File: src/design/spwq_pkg.sv
`timescale 1ns / 1ps
package spwq_pkg;

	localparam int WAIT_SLOTS_DEF = 16;
	localparam int ID_W           = 4;
	localparam int PRIO_W         = 8;
	localparam int COUNT_W        = 8;
	localparam int STATUS_W       = 3;
	localparam int WAITERS_W      = 5;
	localparam int CFG_IDX_W      = 2;
	localparam int CFG_DATA_W     = 8;

	localparam logic [CFG_IDX_W-1:0] REG_MODE     = 2'd0;
	localparam logic [CFG_IDX_W-1:0] REG_ORDER    = 2'd1;
	localparam logic [CFG_IDX_W-1:0] REG_INIT_CNT = 2'd2;
	localparam logic [CFG_IDX_W-1:0] REG_MAX_CNT  = 2'd3;

	typedef enum logic [1:0] {
		OP_LOCK   = 2'd0,
		OP_UNLOCK = 2'd1,
		OP_CANCEL = 2'd2,
		OP_CREATE = 2'd3
	} op_t;

	typedef enum logic [STATUS_W-1:0] {
		ST_OK          = 3'd0,
		ST_QUEUED      = 3'd1,
		ST_NOT_CREATED = 3'd2,
		ST_FULL        = 3'd3,
		ST_NOT_FOUND   = 3'd4
	} status_t;

	typedef enum logic [1:0] {
		FSM_IDLE,
		FSM_CMP,
		FSM_UPD
	} fsm_t;

	typedef enum logic [1:0] {
		CMD_NONE,
		CMD_INSERT,
		CMD_REMOVE,
		CMD_POP
	} cell_cmd_t;

	typedef struct packed {
		cell_cmd_t           cmd;
		logic                prio_order;
		logic                cmp_en;
		logic [ID_W-1:0]     req_id;
		logic [PRIO_W-1:0]   req_prio;
	} cell_ctl_t;

endpackage

File: src/design/semaphore_priority_wait_queue_core.sv
`timescale 1ns / 1ps
// channel   signals                              payload
// in        in_valid / in_ready                  opcode, thread_id, priority_req
// out       out_valid / out_ready                status, wake_valid, wake_thread,
//                                                count_now, waiters_now
// cfg       cfg_we, cfg_index, cfg_data          write only, no handshake
//
// each request passes accept, then a compare pass in every cell of the waiter
// row, then an update pass; an insert, pop or matched cancel shifts it one place
// the update waits while the previous response is still unclaimed
// in_ready is high whenever no request is in flight, even with a response held
// reset clears control state only; row contents are unknown until written
module semaphore_priority_wait_queue_core #(
	parameter int WAIT_SLOTS = spwq_pkg::WAIT_SLOTS_DEF
) (
	input  logic                              clk,
	input  logic                              arst_n,
	input  logic                              in_valid,
	output logic                              in_ready,
	input  logic [1:0]                        opcode,
	input  logic [spwq_pkg::ID_W-1:0]         thread_id,
	input  logic [spwq_pkg::PRIO_W-1:0]       priority_req,
	output logic                              out_valid,
	input  logic                              out_ready,
	output logic [spwq_pkg::STATUS_W-1:0]     status,
	output logic                              wake_valid,
	output logic [spwq_pkg::ID_W-1:0]         wake_thread,
	output logic [spwq_pkg::COUNT_W-1:0]      count_now,
	output logic [spwq_pkg::WAITERS_W-1:0]    waiters_now,
	input  logic                              cfg_we,
	input  logic [spwq_pkg::CFG_IDX_W-1:0]    cfg_index,
	input  logic [spwq_pkg::CFG_DATA_W-1:0]   cfg_data
);

	localparam int CNT_W = $clog2(WAIT_SLOTS + 1);
	localparam int ID_W  = spwq_pkg::ID_W;
	localparam int PR_W  = spwq_pkg::PRIO_W;
	localparam int CT_W  = spwq_pkg::COUNT_W;

	logic                  semaphore_mode_q;
	logic                  priority_order_q;
	logic [CT_W-1:0]       initial_count_q;
	logic [CT_W-1:0]       max_count_q;

	spwq_pkg::fsm_t        state_q, state_d;
	logic                  created_q, created_d;
	logic [CT_W-1:0]       avail_q, avail_d;
	logic [CNT_W-1:0]      count_q, count_d;

	spwq_pkg::op_t         req_op_q;
	logic [ID_W-1:0]       req_id_q;
	logic [PR_W-1:0]       req_prio_q;

	logic                  out_valid_q;
	spwq_pkg::status_t     status_q, status_d;
	logic                  wake_valid_q, wake_valid_d;
	logic [ID_W-1:0]       wake_thread_q, wake_thread_d;
	logic [CT_W-1:0]       count_now_q;
	logic [CNT_W-1:0]      waiters_q;

	spwq_pkg::cell_ctl_t   ctl;
	spwq_pkg::cell_cmd_t   cmd;
	logic                  upd;

	logic [ID_W-1:0]       cell_id   [WAIT_SLOTS];
	logic [PR_W-1:0]       cell_prio [WAIT_SLOTS];
	logic [WAIT_SLOTS:0]   chain;

	assign chain[0] = 1'b0;

	for (genvar g = 0; g < WAIT_SLOTS; g++) begin : g_row
		logic [ID_W-1:0] prev_id, next_id;
		logic [PR_W-1:0] prev_prio, next_prio;
		if (g == 0) begin : g_first
			assign prev_id   = req_id_q;
			assign prev_prio = req_prio_q;
		end else begin : g_mid
			assign prev_id   = cell_id[g-1];
			assign prev_prio = cell_prio[g-1];
		end
		if (g == WAIT_SLOTS - 1) begin : g_last
			assign next_id   = cell_id[g];
			assign next_prio = cell_prio[g];
		end else begin : g_inner
			assign next_id   = cell_id[g+1];
			assign next_prio = cell_prio[g+1];
		end
		spwq_cell #(
			.IDX   (g),
			.CNT_W (CNT_W)
		) u_cell (
			.clk        (clk),
			.ctl        (ctl),
			.count      (count_q),
			.prev_id    (prev_id),
			.prev_prio  (prev_prio),
			.next_id    (next_id),
			.next_prio  (next_prio),
			.before_in  (chain[g]),
			.id         (cell_id[g]),
			.prio       (cell_prio[g]),
			.before_out (chain[g+1])
		);
	end

	always_ff @(posedge clk or negedge arst_n) begin
		if (!arst_n) begin
			semaphore_mode_q <= 1'b0;
			priority_order_q <= 1'b0;
			initial_count_q  <= CT_W'(1);
			max_count_q      <= CT_W'(1);
		end else if (cfg_we) begin
			unique case (cfg_index)
				spwq_pkg::REG_MODE:     semaphore_mode_q <= cfg_data[0];
				spwq_pkg::REG_ORDER:    priority_order_q <= cfg_data[0];
				spwq_pkg::REG_INIT_CNT: initial_count_q  <= cfg_data;
				spwq_pkg::REG_MAX_CNT:  max_count_q      <= cfg_data;
				default: begin
				end
			endcase
		end
	end

	always_comb begin
		state_d       = state_q;
		created_d     = created_q;
		avail_d       = avail_q;
		count_d       = count_q;
		status_d      = spwq_pkg::ST_OK;
		wake_valid_d  = 1'b0;
		wake_thread_d = '0;
		cmd           = spwq_pkg::CMD_NONE;
		upd           = 1'b0;
		in_ready      = 1'b0;
		unique case (state_q)
			spwq_pkg::FSM_IDLE: begin
				in_ready = 1'b1;
				if (in_valid) begin
					state_d = spwq_pkg::FSM_CMP;
				end
			end
			spwq_pkg::FSM_CMP: begin
				// the response slot is free next cycle if empty or being taken now
				if (!out_valid_q || out_ready) begin
					state_d = spwq_pkg::FSM_UPD;
				end
			end
			spwq_pkg::FSM_UPD: begin
				upd     = 1'b1;
				state_d = spwq_pkg::FSM_IDLE;
				if (req_op_q == spwq_pkg::OP_CREATE) begin
					count_d   = '0;
					created_d = 1'b1;
					avail_d   = semaphore_mode_q ? initial_count_q : CT_W'(1);
				end else if (!created_q) begin
					status_d = spwq_pkg::ST_NOT_CREATED;
				end else begin
					unique case (req_op_q)
						spwq_pkg::OP_LOCK: begin
							if (avail_q != '0) begin
								avail_d = avail_q - CT_W'(1);
							end else if (count_q == CNT_W'(WAIT_SLOTS)) begin
								status_d = spwq_pkg::ST_FULL;
							end else begin
								cmd      = spwq_pkg::CMD_INSERT;
								count_d  = count_q + CNT_W'(1);
								status_d = spwq_pkg::ST_QUEUED;
							end
						end
						spwq_pkg::OP_UNLOCK: begin
							if (avail_q != '0) begin
								if (!semaphore_mode_q) begin
									avail_d = CT_W'(1);
								end else if (avail_q < max_count_q) begin
									avail_d = avail_q + CT_W'(1);
								end
							end else if (count_q == '0) begin
								avail_d = CT_W'(1);
							end else begin
								cmd           = spwq_pkg::CMD_POP;
								count_d       = count_q - CNT_W'(1);
								wake_valid_d  = 1'b1;
								wake_thread_d = cell_id[0];
							end
						end
						spwq_pkg::OP_CANCEL: begin
							// cells act only where the match chain has fired
							cmd = spwq_pkg::CMD_REMOVE;
							if (chain[WAIT_SLOTS]) begin
								count_d = count_q - CNT_W'(1);
							end else begin
								status_d = spwq_pkg::ST_NOT_FOUND;
							end
						end
						default: begin
						end
					endcase
				end
			end
			default: state_d = spwq_pkg::FSM_IDLE;
		endcase
	end

	always_comb begin
		ctl            = '0;
		ctl.cmd        = cmd;
		ctl.prio_order = priority_order_q;
		ctl.cmp_en     = state_q == spwq_pkg::FSM_CMP;
		ctl.req_id     = req_id_q;
		ctl.req_prio   = req_prio_q;
	end

	always_ff @(posedge clk or negedge arst_n) begin
		if (!arst_n) begin
			state_q     <= spwq_pkg::FSM_IDLE;
			created_q   <= 1'b0;
			avail_q     <= CT_W'(1);
			count_q     <= '0;
			out_valid_q <= 1'b0;
		end else begin
			state_q   <= state_d;
			created_q <= created_d;
			avail_q   <= avail_d;
			count_q   <= count_d;
			if (upd) begin
				out_valid_q <= 1'b1;
			end else if (out_ready) begin
				out_valid_q <= 1'b0;
			end
		end
	end

	always_ff @(posedge clk) begin
		if (in_valid && in_ready) begin
			req_op_q   <= spwq_pkg::op_t'(opcode);
			req_id_q   <= thread_id;
			req_prio_q <= priority_req;
		end
		if (upd) begin
			status_q      <= status_d;
			wake_valid_q  <= wake_valid_d;
			wake_thread_q <= wake_thread_d;
			count_now_q   <= avail_d;
			waiters_q     <= count_d;
		end
	end

	assign out_valid   = out_valid_q;
	assign status      = status_q;
	assign wake_valid  = wake_valid_q;
	assign wake_thread = wake_thread_q;
	assign count_now   = count_now_q;
	assign waiters_now = spwq_pkg::WAITERS_W'(waiters_q);

`ifndef SYNTHESIS
	a_count_bound: assert property (@(posedge clk) disable iff (!arst_n)
		count_q <= CNT_W'(WAIT_SLOTS))
		else $error("waiter count beyond number of slots");

	a_slot_free: assert property (@(posedge clk) disable iff (!arst_n)
		(state_q == spwq_pkg::FSM_UPD) |-> !out_valid_q)
		else $error("update with response slot still occupied");

	a_count_stable: assert property (@(posedge clk) disable iff (!arst_n)
		(state_q != spwq_pkg::FSM_UPD) |=> $stable(count_q))
		else $error("waiter count moved outside update");

	a_wake_ok: assert property (@(posedge clk) disable iff (!arst_n)
		(out_valid_q && wake_valid_q) |-> (status_q == spwq_pkg::ST_OK))
		else $error("wake reported with non-ok status");

	a_wake_nonempty: assert property (@(posedge clk) disable iff (!arst_n)
		(upd && wake_valid_d) |-> (count_q != '0 && avail_q == '0))
		else $error("wake from empty queue or with units free");
`endif

endmodule

File: src/design/spwq_cell.sv
`timescale 1ns / 1ps
module spwq_cell #(
	parameter int IDX     = 0,
	parameter int CNT_W   = 5
) (
	input  logic                          clk,
	input  spwq_pkg::cell_ctl_t           ctl,
	input  logic [CNT_W-1:0]              count,
	input  logic [spwq_pkg::ID_W-1:0]     prev_id,
	input  logic [spwq_pkg::PRIO_W-1:0]   prev_prio,
	input  logic [spwq_pkg::ID_W-1:0]     next_id,
	input  logic [spwq_pkg::PRIO_W-1:0]   next_prio,
	input  logic                          before_in,
	output logic [spwq_pkg::ID_W-1:0]     id,
	output logic [spwq_pkg::PRIO_W-1:0]   prio,
	output logic                          before_out
);

	logic [spwq_pkg::ID_W-1:0]   id_q;
	logic [spwq_pkg::PRIO_W-1:0] prio_q;
	logic                        gt_q;
	logic                        eq_q;
	logic                        occ;
	logic                        at_tail;
	logic                        hit;

	assign occ     = count > CNT_W'(IDX);
	assign at_tail = count == CNT_W'(IDX);

	always_comb begin
		case (ctl.cmd)
			spwq_pkg::CMD_INSERT: hit = occ & ctl.prio_order & gt_q;
			spwq_pkg::CMD_REMOVE: hit = occ & eq_q;
			default:              hit = 1'b0;
		endcase
	end

	// first hit along the row decides where the row opens or closes
	assign before_out = before_in | hit;

	always_ff @(posedge clk) begin
		if (ctl.cmp_en) begin
			gt_q <= ctl.req_prio > prio_q;
			eq_q <= ctl.req_id == id_q;
		end
		case (ctl.cmd)
			spwq_pkg::CMD_INSERT: begin
				if (before_in) begin
					id_q   <= prev_id;
					prio_q <= prev_prio;
				end else if (hit || at_tail) begin
					id_q   <= ctl.req_id;
					prio_q <= ctl.req_prio;
				end
			end
			spwq_pkg::CMD_REMOVE: begin
				if (before_in || hit) begin
					id_q   <= next_id;
					prio_q <= next_prio;
				end
			end
			spwq_pkg::CMD_POP: begin
				id_q   <= next_id;
				prio_q <= next_prio;
			end
			default: begin
			end
		endcase
	end

	assign id   = id_q;
	assign prio = prio_q;

endmodule
File: config.mk
export PLATFORM = sky130hd
export DESIGN_NAME = semaphore_priority_wait_queue_core
export DESIGN_NICKNAME = d
export VERILOG_FILES = /design/src/design/spwq_pkg.sv /design/src/design/semaphore_priority_wait_queue_core.sv /design/src/design/spwq_cell.sv
export SDC_FILE = /design/constraint.sdc
export NUM_CORES = 1
export LEC_CHECK = 0
export BUFFER_PORTS_ARGS = -buffer_cell sky130_fd_sc_hd__clkbuf_2
export CORE_UTILIZATION = 58
export CTS_CLUSTER_DIAMETER = 50
export DETAILED_ROUTE_END_ITERATION = 6
export PLACE_DENSITY_LB_ADDON = 0.3
export SYNTH_ARGS = -nofsm -noshare
export SYNTH_HDL_FRONTEND = slang
export SYNTH_SLANG_ARGS = --single-unit
export TNS_END_PERCENT = 50
File: constraint.sdc
create_clock -name clk -period 4.8 [get_ports clk]
set_input_delay 0.72 -clock clk [delete_from_list [all_inputs] [get_ports clk]]
set_output_delay 0.72 -clock clk [all_outputs]
set_load 0.005 [all_outputs]
==> flow_metrics.py <==
metrics = {
    "status": {
        "status": "finished, final reports clean",
    },
    "logic_synthesis": {
        "synth_area_leader_cell": "edfxtp_1",
        "synth_top_area_share_pct": 41.2,
        "avgSynthCellArea_sq_um": 10.1,
        "ys_seq_elements": 294,
        "netlist_instances": 1872,
        "syn_area_sq_um": 18900,
        "synth_edf_count": 259,
        "synth_most_common_cell": "edfxtp_1",
        "synth_nets": 2049,
        "async_flop_share_pct": 11.9,
        "ys_top_cells_by_count": "edfxtp_1, nand2_1, o21ai_0",
        "synth_cell_types": 72,
        "synth_warnings": 0,
        "synth_area_leaders": "edfxtp_1, ha_1, mux2i_1, o21ai_0, dfrtp_1",
        "synth-main-ff-cell": "edfxtp_1",
        "ys_seq_area_share_pct": 45.8,
    },
    "floorplanning": {
        "initial_utilization_pct": 59.4,
        "rows": 65,
        "num_io_pins": 52,
        "dieWidth_um": 182,
        "design.die.area_sq_um": 33300,
        "core_sq_um": 31800,
        "die_h_um": 182,
    },
    "placed_design": {
        "io_buffers": 51,
        "routabilityCongestion": 0.963,
        "dp_cells": 2306,
        "dp_hpwl_um": 34700,
        "place_ws_ns": 0.214,
    },
    "timing": {
        "hold_viol_final": 0,
        "tns_ns": 0,
        "setup_viol": 0,
        "slew_viol_final": 0,
        "fmax_ghz": 0.219,
        "period_share_pct": 95.1,
        "finalCriticalPeriod_ns": 4.57,
        "relSlewSlack_pct": 16.2,
        "worst_slack_ns": 0.233,
        "skew_ns": 0.0297,
        "worst_pin_slew_ns": 1.26,
        "rsz0062_at_grt": "yes",
    },
    "grt": {
        "globalRouteOverflowTotal": 0,
        "grt_max_degree": 88,
        "grt_pass1_vias": 14100,
        "grt_pass1_wl_um": 77300,
        "grt_use_total_pct": 29.6,
        "antenna_found_initial": 0,
    },
    "route": {
        "wl_met2_um": 22900,
        "via_per_inst": 6.19,
        "drtAntennaViolNets": 0,
        "routed_wl_um": 49000,
        "routed-via-count": 14700,
        "first_pass_iters": 6,
        "top_layer_used": "met4",
        "wl_met3_um": 3390,
        "drt_iter0_drc": 1692,
        "drt-met1-wl_um": 21300,
        "drc_errors": 0,
        "routedWlPerCell_um": 20.7,
    },
    "worst_setup_path": {
        "crit_type": "flip-flop to flip-flop",
        "worstPathRequired_ns": 5.07,
        "cp_max_fo": 14,
        "cp-start-kind": "flip-flop",
        "slowest_delay_ns": 0.63,
        "cp_cell_sequence": "inv_1, ha_1, and3_1, nand2_1, o21ai_0, nand2_1, inv_1, ha_1, buf_4, a32oi_1, nor2_1, o31ai_4, nand2_1, nor3_4, nand2_1, mux2i_1, o21ai_0",
        "arrival_ns": 4.84,
        "critPathSlowestCell": "dfstp_2",
        "worst_r2r_path_depth": 17,
        "cpMostUsedCell": "nand2_1",
        "cp-end-kind": "flip-flop",
    },
    "clock_tree": {
        "cts_hold_buf": 0,
        "path_clk_slew_ns": 0.06,
        "root_buffer": "clkbuf_16",
        "clock_sinks": 294,
        "clock_latency_ns": 0.52,
        "cts-buffers-inserted": 36,
        "cts_tree": "yes",
        "clockBufferDepth": 3,
        "cts_post_setup_buffers_inserted": 0,
        "h-tree-depth": 2,
    },
    "power_and_ir_drop": {
        "power_frac_comb_pct": 30.7,
        "p_int_w": 0.00595,
        "p_per_area_nw_per_um2": 433,
        "p_seq_share_pct": 40.0,
        "p_sw_w": 0.00313,
        "p_clk_share_pct": 29.3,
        "switching_share_pct": 34.5,
        "vdd_drop_max_uv": 255,
        "p_leak_nw": 8.76,
    },
    "cells_and_area": {
        "fin_util_pct": 65.9,
        "nNetsFinal": 2086,
        "syn_to_final_growth_pct": 11.0,
        "fin_cells": 2371,
        "drive_gt1_share_pct": 12.2,
        "diodes": 0,
    },
    "job": {
        "drv_cap": 0,
    },
    "min_path": {
        "hp-class": "input port to async pin",
    },
}
==> critical path, delay by kind of cell, from the launching register on <==
kind                     cells  cell delay [ns]
buffers and inverters        3             0.46
AO/OA/AOI/OAI                4             0.66
AND/OR/NAND/NOR              7             1.63
multiplexers                 1             0.33
adder cells (fa/ha/maj)      2             0.59
flip-flops                   1             0.63
==> cell type report <==
cell class	count	area [sq um]
Sequential cell	294	8660
Clock buffer	46	1010
Multi-Input combinational cell	1324	9260
Clock inverter	19	153
Timing Repair Buffer	117	826
Tap cell	435	544
Inverter	136	510
Fill cell	2492	10800
==> sequential cells by signal (all words and copies together), names as in the netlist, 2 cells and up <==
name / flops
req_op_q: 2
count_q: 5
g_row.u_cell.id: 64
g_row.prev_id: 4
g_row.u_cell.gt_q: 16
status: 3
max_count_q: 8
g_row.u_cell.prio: 128
g_row.prev_prio: 8
initial_count_q: 8
wake_thread: 4
g_row.u_cell.eq_q: 16
state_q: 2
avail_q: 8
waiters_now: 5
count_now: 8
==> placed cells by master (no fill, tap or decap), types with 60 or more instances in the layout <==
| master | instances |
|---|---|
| edfxtp_1 | 259 |
| nand2_1 | 209 |
| o21ai_0 | 201 |
| ha_1 | 148 |
| mux2i_1 | 145 |
| inv_1 | 135 |
| a21oi_1 | 96 |
| nor2_1 | 91 |
| xor2_1 | 68 |
| buf_4 | 60 |
==> cells by family (layout without fill, tap and decap cells) <==
group           count (synthesis)  in the layout  share of synthesized area, %
simple gates                  466            466                          11.6
compound gates                454            454                          14.1
xor+xnor                       70             70                          3.25
flops                         294            294                          45.8
fa+ha+maj                     148            148                          9.80
buf+inv                       254            318                          5.28
mux                           186            186                          10.1
==> per-layer routing <==
metal  GRT usage (%)  vias up
li1                -     6837
met1            41.3     7106
met2            48.2      625
met3            3.51      104
met4            9.61        0
met5               0        -
==> stage by stage <==
step / hold WS (ns) / area, sq um / power [W]
2_1_floorplan: 0.424 / 18900 / 0.00543
3_3_place_gp: 0.491 / 19800 / 0.00632
3_5_place_dp: 0.498 / 19800 / 0.00641
4_1_cts: 0.352 / 20900 / 0.00906
5_1_grt: 0.355 / 21000 / 0.00952
6_report: 0.347 / 21000 / 0.00908
==> repair_timing <==
| item | CTS | global route |
|---|---|---|
| endpoints found under the hold margin | 0 | 0 |
| gates resized for setup | 0 | 5 |
| setup endpoints to repair | 0 | 93 |
==> power groups by stage <==
stage / combinational [W] / sequential, W / clock (W)
2_1_floorplan: 0.00182 / 0.00361 / 0
3_3_place_gp: 0.00265 / 0.00367 / 0
3_5_place_dp: 0.00274 / 0.00367 / 0
4_1_cts: 0.00276 / 0.00363 / 0.00268
5_1_grt: 0.00308 / 0.00366 / 0.00278
6_report: 0.00279 / 0.00363 / 0.00266
==> worst paths after layout <==
check / from / end / slack (ns)
max: avail_q[0]$_DFF_PN1_ / g_row[14].u_cell.prio[0]$_DFFE_PP_ / 0.23
min: arst_n / avail_q[5]$_DFF_PN0_ / 0.35
max reg2reg: avail_q[0]$_DFF_PN1_ / g_row[14].u_cell.prio[0]$_DFFE_PP_ / 0.23
min reg2reg: max_count_q[1]$_DFFE_PN0P_ / max_count_q[1]$_DFFE_PN0P_ / 0.51
max in group asynchronous: arst_n / count_q[3]$_DFF_PN0_ / 3.83
min in group clk: priority_req[5] / g_row[0].prev_prio[5]$_DFFE_PP_ / 0.37
Note: power is estimated with default switching activity, not from simulation.
